[config.mk]
export PLATFORM = sky130hd
export DESIGN_NAME = dhkv_ctrl
export DESIGN_NICKNAME = d
export VERILOG_FILES = /design/src/rtl/dhkv_pkg.sv /design/src/rtl/dhkv_ctrl.sv
export VERILOG_INCLUDE_DIRS = /design/src /design/src/rtl
export SDC_FILE = /design/constraint.sdc
export NUM_CORES = 1
export LEC_CHECK = 0
export BUFFER_PORTS_ARGS = -buffer_cell sky130_fd_sc_hd__buf_2
export CAP_MARGIN = 10
export CORE_AREA = 2 2 39 41
export DETAILED_ROUTE_END_ITERATION = 6
export DIE_AREA = 0 0 41 43
export PLACE_DENSITY = 0.43
export SKIP_CTS_REPAIR_TIMING = 1
export SLEW_MARGIN = 15
export SYNTH_ARGS = -nofsm -noshare
export SYNTH_HDL_FRONTEND = slang
export SYNTH_SLANG_ARGS = --single-unit
[constraint.sdc]
create_clock -name clk -period 1.2 [get_ports clk]
set_clock_uncertainty 0.1 [all_clocks]
set_input_delay 0.06 -clock clk [delete_from_list [all_inputs] [get_ports clk]]
set_output_delay 0.06 -clock clk [all_outputs]
set_load 0.03 [all_outputs]
[src/rtl/double_hash_key_value_map_unit_defines.svh]
// assertion macros shared by the map unit modules
// each macro expects clk and rst in the scope of its use
`ifndef DOUBLE_HASH_KEY_VALUE_MAP_UNIT_DEFINES_SVH
`define DOUBLE_HASH_KEY_VALUE_MAP_UNIT_DEFINES_SVH

// condition holds at every edge out of reset
`define DHKV_ASSERT_NOW(lbl, expr, msg) \
  lbl: assert property (@(posedge clk) disable iff (rst) (expr)) else $error(msg);

// antecedent at one edge implies consequent at the next
`define DHKV_ASSERT_NEXT(lbl, ante, cons, msg) \
  lbl: assert property (@(posedge clk) disable iff (rst) (ante) |=> (cons)) else $error(msg);

`endif

[src/rtl/dhkv_pkg.sv]
package dhkv_pkg;

  // slot store geometry
  localparam int SLOTS = 256;
  localparam int IDX_W = $clog2(SLOTS);
  localparam int CNT_W = IDX_W + 1;
  // live plus tombstone slots at which a fresh add reports full
  localparam int LOAD_LIMIT = (3 * SLOTS) / 4;

  // operation codes
  localparam logic [1:0] FUNC_ADD    = 2'd0;
  localparam logic [1:0] FUNC_FIND   = 2'd1;
  localparam logic [1:0] FUNC_REMOVE = 2'd2;
  localparam logic [1:0] FUNC_UNUSED = 2'd3;

  // result codes
  localparam logic [2:0] STATUS_ADDED     = 3'd0;
  localparam logic [2:0] STATUS_PRESENT   = 3'd1;
  localparam logic [2:0] STATUS_FOUND     = 3'd2;
  localparam logic [2:0] STATUS_NOT_FOUND = 3'd3;
  localparam logic [2:0] STATUS_REMOVED   = 3'd4;
  localparam logic [2:0] STATUS_FULL      = 3'd5;

  // slot marks
  localparam logic [1:0] MARK_FREE = 2'd0;
  localparam logic [1:0] MARK_LIVE = 2'd1;
  localparam logic [1:0] MARK_TOMB = 2'd2;

  // one slot of the store
  typedef struct packed {
    logic [1:0]  mark;
    logic [31:0] key;
    logic [15:0] fragment;
    logic [31:0] value;
  } entry_t;

  // controller to datapath commands
  typedef struct packed {
    logic load;
    logic rd;
    logic check;
    logic finish;
    logic out_load;
  } dhkv_cmd_t;

  // datapath to controller status
  typedef struct packed {
    logic unused_op;
    logic probe_end;
  } dhkv_sts_t;

endpackage

[src/rtl/dhkv_ctrl.sv]
`include "double_hash_key_value_map_unit_defines.svh"

module dhkv_ctrl import dhkv_pkg::*; (
  input  logic      clk,
  input  logic      rst,
  input  logic      in_valid,
  output logic      in_ready,
  output logic      out_valid,
  input  logic      out_ready,
  input  dhkv_sts_t sts,
  output dhkv_cmd_t cmd
);

  localparam logic [1:0] S_IDLE   = 2'd0;
  localparam logic [1:0] S_READ   = 2'd1;
  localparam logic [1:0] S_CHECK  = 2'd2;
  localparam logic [1:0] S_FINISH = 2'd3;

  logic [1:0] state;
  logic [1:0] state_next;

  assign in_ready = (state == S_IDLE);

  // sequencing of one request
  always_comb begin
    state_next = state;
    cmd = '0;
    case (state)
      S_IDLE: begin
        if (in_valid) begin
          cmd.load = 1'b1;
          state_next = sts.unused_op ? S_FINISH : S_READ;
        end
      end
      S_READ: begin
        cmd.rd = 1'b1;
        state_next = S_CHECK;
      end
      S_CHECK: begin
        cmd.check = 1'b1;
        if (sts.probe_end) begin
          cmd.finish = 1'b1;
          state_next = S_FINISH;
        end else begin
          state_next = S_READ;
        end
      end
      S_FINISH: begin
        if (!out_valid || out_ready) begin
          cmd.out_load = 1'b1;
          state_next = S_IDLE;
        end
      end
      default: state_next = S_IDLE;
    endcase
  end

  // state and output valid registers
  always_ff @(posedge clk) begin
    if (rst) begin
      state <= S_IDLE;
      out_valid <= 1'b0;
    end else begin
      state <= state_next;
      if (cmd.out_load) begin
        out_valid <= 1'b1;
      end else if (out_ready) begin
        out_valid <= 1'b0;
      end
    end
  end

  `DHKV_ASSERT_NEXT(a_busy_after_accept, in_valid && in_ready, !in_ready, "ready after accept")
  `DHKV_ASSERT_NEXT(a_probe_end_exits, cmd.check && sts.probe_end, state == S_FINISH, "no exit")
  `DHKV_ASSERT_NEXT(a_result_held, out_valid && !out_ready, out_valid, "result dropped")

endmodule

## After elaboration in Yosys (flattened, before gate mapping)

Index checks and enable logic that the tools add are counted.

- Eq/ne operators: 5
- Mux-type cells: 14
- Reductions and logical operators: 5

Operator list:

| kind | number |
|---|---|
| $mux W2 | 5 |
| $mux W1 | 8 |
| $pmux W2 S4 | 1 |
| $eq A2 B2 Y1 const B | 2 |
| $ne A2 B2 Y1 const B | 2 |
| $eq A2 B1 Y1 const B | 1 |
| $logic_not A2 Y1 | 1 |
| $reduce_and A2 Y1 | 1 |
| $reduce_bool A2 Y1 | 1 |
| $logic_not A1 Y1 | 1 |
| $logic_or A1 B1 Y1 | 1 |

- Flip-flop bits (word level): 3
- Output and inout port bits: 7

## Depth between registers and ports, before layout

Gate-level depths: netlist (run 1).

- Word-level depth: 5
- Depth in mapped cells: 2

## Worst setup path before layout (run 1)

OpenSTA, ideal clock, no wires.

- Kind: flip-flop to output port
- From: register state[1]
- To: output cmd[4] in the netlist's numbering
- Arrival: 1190 ps
- Data required time: 1040 ps
- Setup slack: -150 ps
- Cell stages (with the launch flop): 3
- Buffers on the path: 0
- Cell sequence: dfxtp_1 > nor2_1 > and2_1

RTL lines:

| element | RTL line | source |
|---|---|---|
| from (decl) | dhkv_ctrl.sv:19 | `logic [1:0] state;` |
| from (signal assigned) | dhkv_ctrl.sv:64 | `state <= state_next;` |
| to (decl) | dhkv_ctrl.sv:11 | `output dhkv_cmd_t cmd` |

==> results of run 1 <==
==> per-stage QoR <==
stage / cell area, µm² / power, µW / utilization, % / std cells / setup WS (ps)
after floorplan: 177.7 / 202.8 / - / 19 / 0.3587
after global placement: 265.3 / 243.5 / 19.17 / 48 / 111.8
after detailed placement: 265.3 / 243.6 / 19.17 / 48 / 116.8
after CTS: 291.5 / 428.9 / 21.07 / 52 / -143.8
after global routing: 349.1 / 492.0 / 25.23 / 54 / -45.60
final: 349.1 / 454.1 / 25.23 / 54 / 6.078
==> worst min-delay path by stage <==
stage	start	to	slack, ps	cells after the start
3_5_place_dp	rst	state[0]	170	2
6_report	out_ready	state[0]	10	3
5_1_grt	out_ready	state[0]	40	3
4_1_cts	rst	state[0]	-80	2
2_1_floorplan	rst	out_valid	30	1
3_3_place_gp	rst	state[0]	170	2
==> report_power, final <==
group	switching (µW)	leakage [µW]	internal (µW)	total (µW)
clock	53.2	0.0000150	125	178
sequential	16.3	0.0000259	110	126
combinational	77.6	0.000111	72.6	150
==> sequential cells by signal, indices dropped and copies added, names as in the netlist <==
signal,flops
out_valid,1
state,2
==> final cells by class <==
class / count / area, µm²
multi-input combinational: 16 / 128.9
clock buffer: 4 / 26.28
tap: 16 / 20.02
fill: 180 / 1035
sequential: 3 / 67.56
timing repair buffer: 15 / 106.4
==> cell families after synthesis <==
family	synth area share, %
AO/OA/AOI/OAI	23.70
flip-flops	35.56
AND/OR/NAND/NOR	40.73
==> worst max-delay path, stage by stage, from the launching register on <==
cell	delay, ps
dfxtp_4	350
buf_6	120
nor2_4	70
and2_4	140
buf_6	120
==> cell usage in the layout (no fill, tap or decap) <==
cell type / n
clkbuf_4: 3
buf_6: 3
and2_4: 2
nor2_4: 1
nor2b_1: 2
clkbuf_1: 1
dfxtp_4: 2
o21bai_1: 1
nand3b_1: 2
nand2_2: 1
nor2b_4: 1
nand2b_1: 2
buf_2: 8
a211oi_1: 1
a21oi_1: 2
dlygate4sd3_1: 1
dfxtp_1: 1
buf_4: 3
a311oi_2: 1
==> synthesized netlist by cell type <==
library cell | count | area, µm²
a21oi_1 | 2 | 10.01
nand2_1 | 1 | 3.750
nand2b_1 | 2 | 12.51
a311oi_2 | 1 | 15.01
nor2_1 | 1 | 3.750
nor2b_1 | 2 | 12.51
nand3b_1 | 2 | 15.01
dfxtp_1 | 3 | 60.06
o21bai_1 | 1 | 7.510
nor2b_2 | 1 | 8.760
a211oi_1 | 1 | 7.510
and2_1 | 2 | 12.51
==> metal layers <==
metal	up-vias	part of all wire, %
met2	7	55
met5	-	0
li1	104	-
met4	0	0
met3	0	7.2
met1	103	37
==> results.ini, run 1 <==
[timing]
maxSlewHeadroom_pct=82.63
hold_viol=0
tightest_slew_ps=259.0
grt_setup_unrepaired=true
fmax_mhz=837.6
fin_crit_sh_pct=99.49
setup_viol_count_final=0
whs_ps=13.11
drv_slew=0
fin_setup_tns_ps=0
min_period_ps=1194

[route]
drtIter0Drc=4
num_vias=214
wl_per_cell_um=9.222
drt-pass1-iter-count=2
wl_um=498
drc=0
viasPerCell=3.963
ant_nets=0

[layout]
antenna_cells=0
nets=45
area_growth_pct=106.7
drive_gt1_share_pct=65.79

[die]
dieArea_um2=1763
die_w_um=41
core-area_um2=1384
rows=14
die_y_um=43
ios=13
initial_core_util_pct=12.21

[yosys]
synth_nets=25
synth_cell_types=12
ys_seq_elements=3
syn_area_um2=168.9
synth_warnings=0
syn_area_per_cell_um2=8.890
synth_cells=19
ys_seq_area_share_pct=35.56

[grt]
grt_pass1_wl_um=738
grt_max_degree=9
grt_busiest_layer=met2
grtUsageMet1_pct=6.369
overflow=0
antenna_found_initial=0
met2_usage_pct=9.375
grt_pass1_vias=195
grt_util_all_layers_pct=6.807
grtUsageMet3_pct=3.141

[pwr]
leakagePower_uw=0.0001519
ir_worst_vdd_v=0.0001875
powerDensity_nw_per_um2=1301

[critical_path]
r2r_slack_ps=180
crit_required_ps=1040
worstRegToRegCells=4
crit_arrival_ps=1030
startpoint_type=flip-flop
timing.rr.start=state[1]
critPathKind=reg2out
crit_start=state[1]
crit_fanout=4
endpoint_kind=output port
crit_path_end=cmd[4]
reg2reg_to=state[0]

[clocking]
htree_levels=1
cts-root-buf=clkbuf_4
cts_tree=done
clk_path_buf_depth=2
cts_buffers=3
path_clk_slew_ps=40
cts.sinks=3
clk_latency_ps=230

[worst_hold_path]
min_path_type=in2reg

[outcome]
status=finished, final reports clean

[placement]
port-buffer-count=12
gp_congestion=0.5678

[job]
cap_violations=0

(Power assumes the default switching activity.)
==> inputs of run 2 (changes only) <==
==> constraint.sdc (replaced) <==
create_clock -name clk -period 1.22 [get_ports clk]
set_clock_uncertainty 0.1 [all_clocks]
set_input_delay 0.061 -clock clk [delete_from_list [all_inputs] [get_ports clk]]
set_output_delay 0.061 -clock clk [all_outputs]
set_load 0.03 [all_outputs]
==> run 2 against run 1 <==
Compared with the run above:
- combinational power is 20% lower
- wire length is 7.2% lower
- global-route usage is 1.1 points lower
==> results.ini, run 2 (synthesized netlist as in run 1, its figures left out) <==
[layout]
drive_gt1_share_pct=59.46  ; was 65.79%
layout_common_cells=buf_2 (9), clkbuf_4 (4), buf_4 (3)  ; was buf_2 (8), clkbuf_4 (3), buf_6 (3), buf_4 (3)
instances_no_fill=53  ; was 54
seqCellArea_um2=67.56  ; unchanged
final_common_cell=buf_2  ; unchanged
regMostFlops=state  ; unchanged
antenna_cells=0  ; unchanged
final_core_util_pct=22.97  ; was 25.23%
multi_input_area_um2=118.9  ; was 128.9 µm²
largest_reg_flops=2  ; unchanged
nets=44  ; was 45
nFillCells=164  ; was 180
postLayoutCellArea_um2=317.8  ; was 349.1 µm²
area_growth_pct=88.15  ; was 106.7%
top_regs=state (2), out_valid (1)  ; unchanged

[pwr]
ir_worst_vdd_v=0.0002331  ; was 0.0001875 V
p_switching_uw=135.5  ; was 147.2 µW
swShare_pct=32.34  ; was 32.41%
p_seq_share_pct=29.8  ; was 27.7%
leakagePower_uw=0.0001384  ; was 0.0001519 µW
comb_power_share_pct=28.7  ; was 33.1%
pwr-share-clk_pct=41.5  ; was 39.2%
internal-power_uw=283.4  ; was 306.9 µW
powerDensity_nw_per_um2=1318  ; was 1301 nW/µm²

[critical_path]
crit_arrival_ps=1020  ; was 1030 ps
startpoint_type=flip-flop  ; unchanged
endpoint_kind=output port  ; unchanged
crit_required_ps=1060  ; was 1040 ps
critPathKind=reg2out  ; unchanged
crit_fanout=7  ; was 4

[job]
cap_violations=0  ; unchanged

[timing]
tightest_slew_ps=260.6  ; was 259.0 ps
fmax_mhz=847.7
grt_setup_unrepaired=true  ; unchanged
setup_viol_count_final=0  ; unchanged
maxSlewHeadroom_pct=82.52  ; was 82.63%
drv_slew=0  ; unchanged
min_period_ps=1180
fin_crit_sh_pct=96.69
hold_viol=0  ; unchanged
fin_ws_ps=40.34  ; was 6.078 ps
fin_setup_tns_ps=0  ; unchanged

[clocking]
cts-root-buf=clkbuf_4  ; unchanged
cts_tree=done  ; unchanged
cts_buffers=3  ; unchanged
cts.sinks=3  ; unchanged
path_clk_slew_ps=40  ; about the same
htree_levels=1  ; unchanged
clk_latency_ps=230  ; about the same
clk_path_buf_depth=2  ; unchanged

[route]
wl_per_cell_um=8.717  ; was 9.222 µm
ant_nets=0  ; unchanged
viasPerCell=3.792  ; was 3.963
num_vias=201  ; was 214
drc=0  ; unchanged
wl_um=462  ; was 498 µm
drt-pass1-iter-count=1  ; was 2
drtIter0Drc=0  ; was 4

[placement]
dp.cells=48  ; unchanged
dpl_worst_slack_ps=136.9  ; was 116.8 ps
gp_congestion=0.6134  ; was 0.5678
port-buffer-count=12  ; unchanged
placed_cell_area_um2=264.0  ; was 265.3 µm²

[die]
dieArea_um2=1763  ; unchanged
die_y_um=43  ; unchanged
rows=14  ; unchanged
initial_core_util_pct=12.21  ; unchanged
core-area_um2=1384  ; unchanged
ios=13  ; unchanged
die_w_um=41  ; unchanged

[worst_hold_path]
min_path_type=in2reg  ; unchanged

[grt]
overflow=0  ; unchanged
grt_pass1_vias=177  ; was 195
grt_util_all_layers_pct=5.711  ; was 6.807%
antenna_found_initial=0  ; unchanged
grt_pass1_wl_um=627  ; was 738 µm
grt_max_degree=9  ; unchanged

[outcome]
status=finished, final reports clean  ; unchanged

-- run 2: final timing paths --
| check | endpoint | cells past startpoint | slack (ps) | startpoint |
|---|---|---|---|---|
| hold / removal | state[0] | 3 | 10 | out_ready |
| setup reg to reg | state[1] | 2 | 260 | state[0] |
| setup / recovery | cmd[1] | 3 | 40 | state[1] |
| hold reg to reg | state[0] | 2 | 410 | out_valid |
-- run 2: metal layers --
metal,routed length (µm),track usage (%),vias to the layer above
li1,-,-,103
met1,163,4.473,94
met2,282,8.750,4
met3,16,1.571,0
met4,0,8.000,0
met5,0,0,-
-- run 2: per-stage QoR --
step | hold slack, ps | total power [µW]
after floorplan | 30.07 | 199.0
after global placement | 170.6 | 238.8
after detailed placement | 173.4 | 238.4
after CTS | -76.12 | 418.8
after global routing | 39.90 | 441.7
final | 13.89 | 418.9
-- run 2: layout make-up --
cell class              instances  area share [%]
clock buffers                   4           8.268
well taps                      16           6.299
multi-input cells              16           37.40
flip-flops and latches          3           21.26
repair buffers                 14           26.77
-- run 2: critical path: stages (launching register included) --
cell,delay [ps]
dfxtp_4,360
nor2b_4,120
and2_1,140
buf_4,160
-- run 2: power groups by stage --
stage,Sequential [µW],Clock [µW],Combinational [µW]
CTS,123,182,114
detailed placement,125,0,114
finish,125,174,120
global route,128,184,129
floorplan,125,0,74.3
global placement,125,0,114
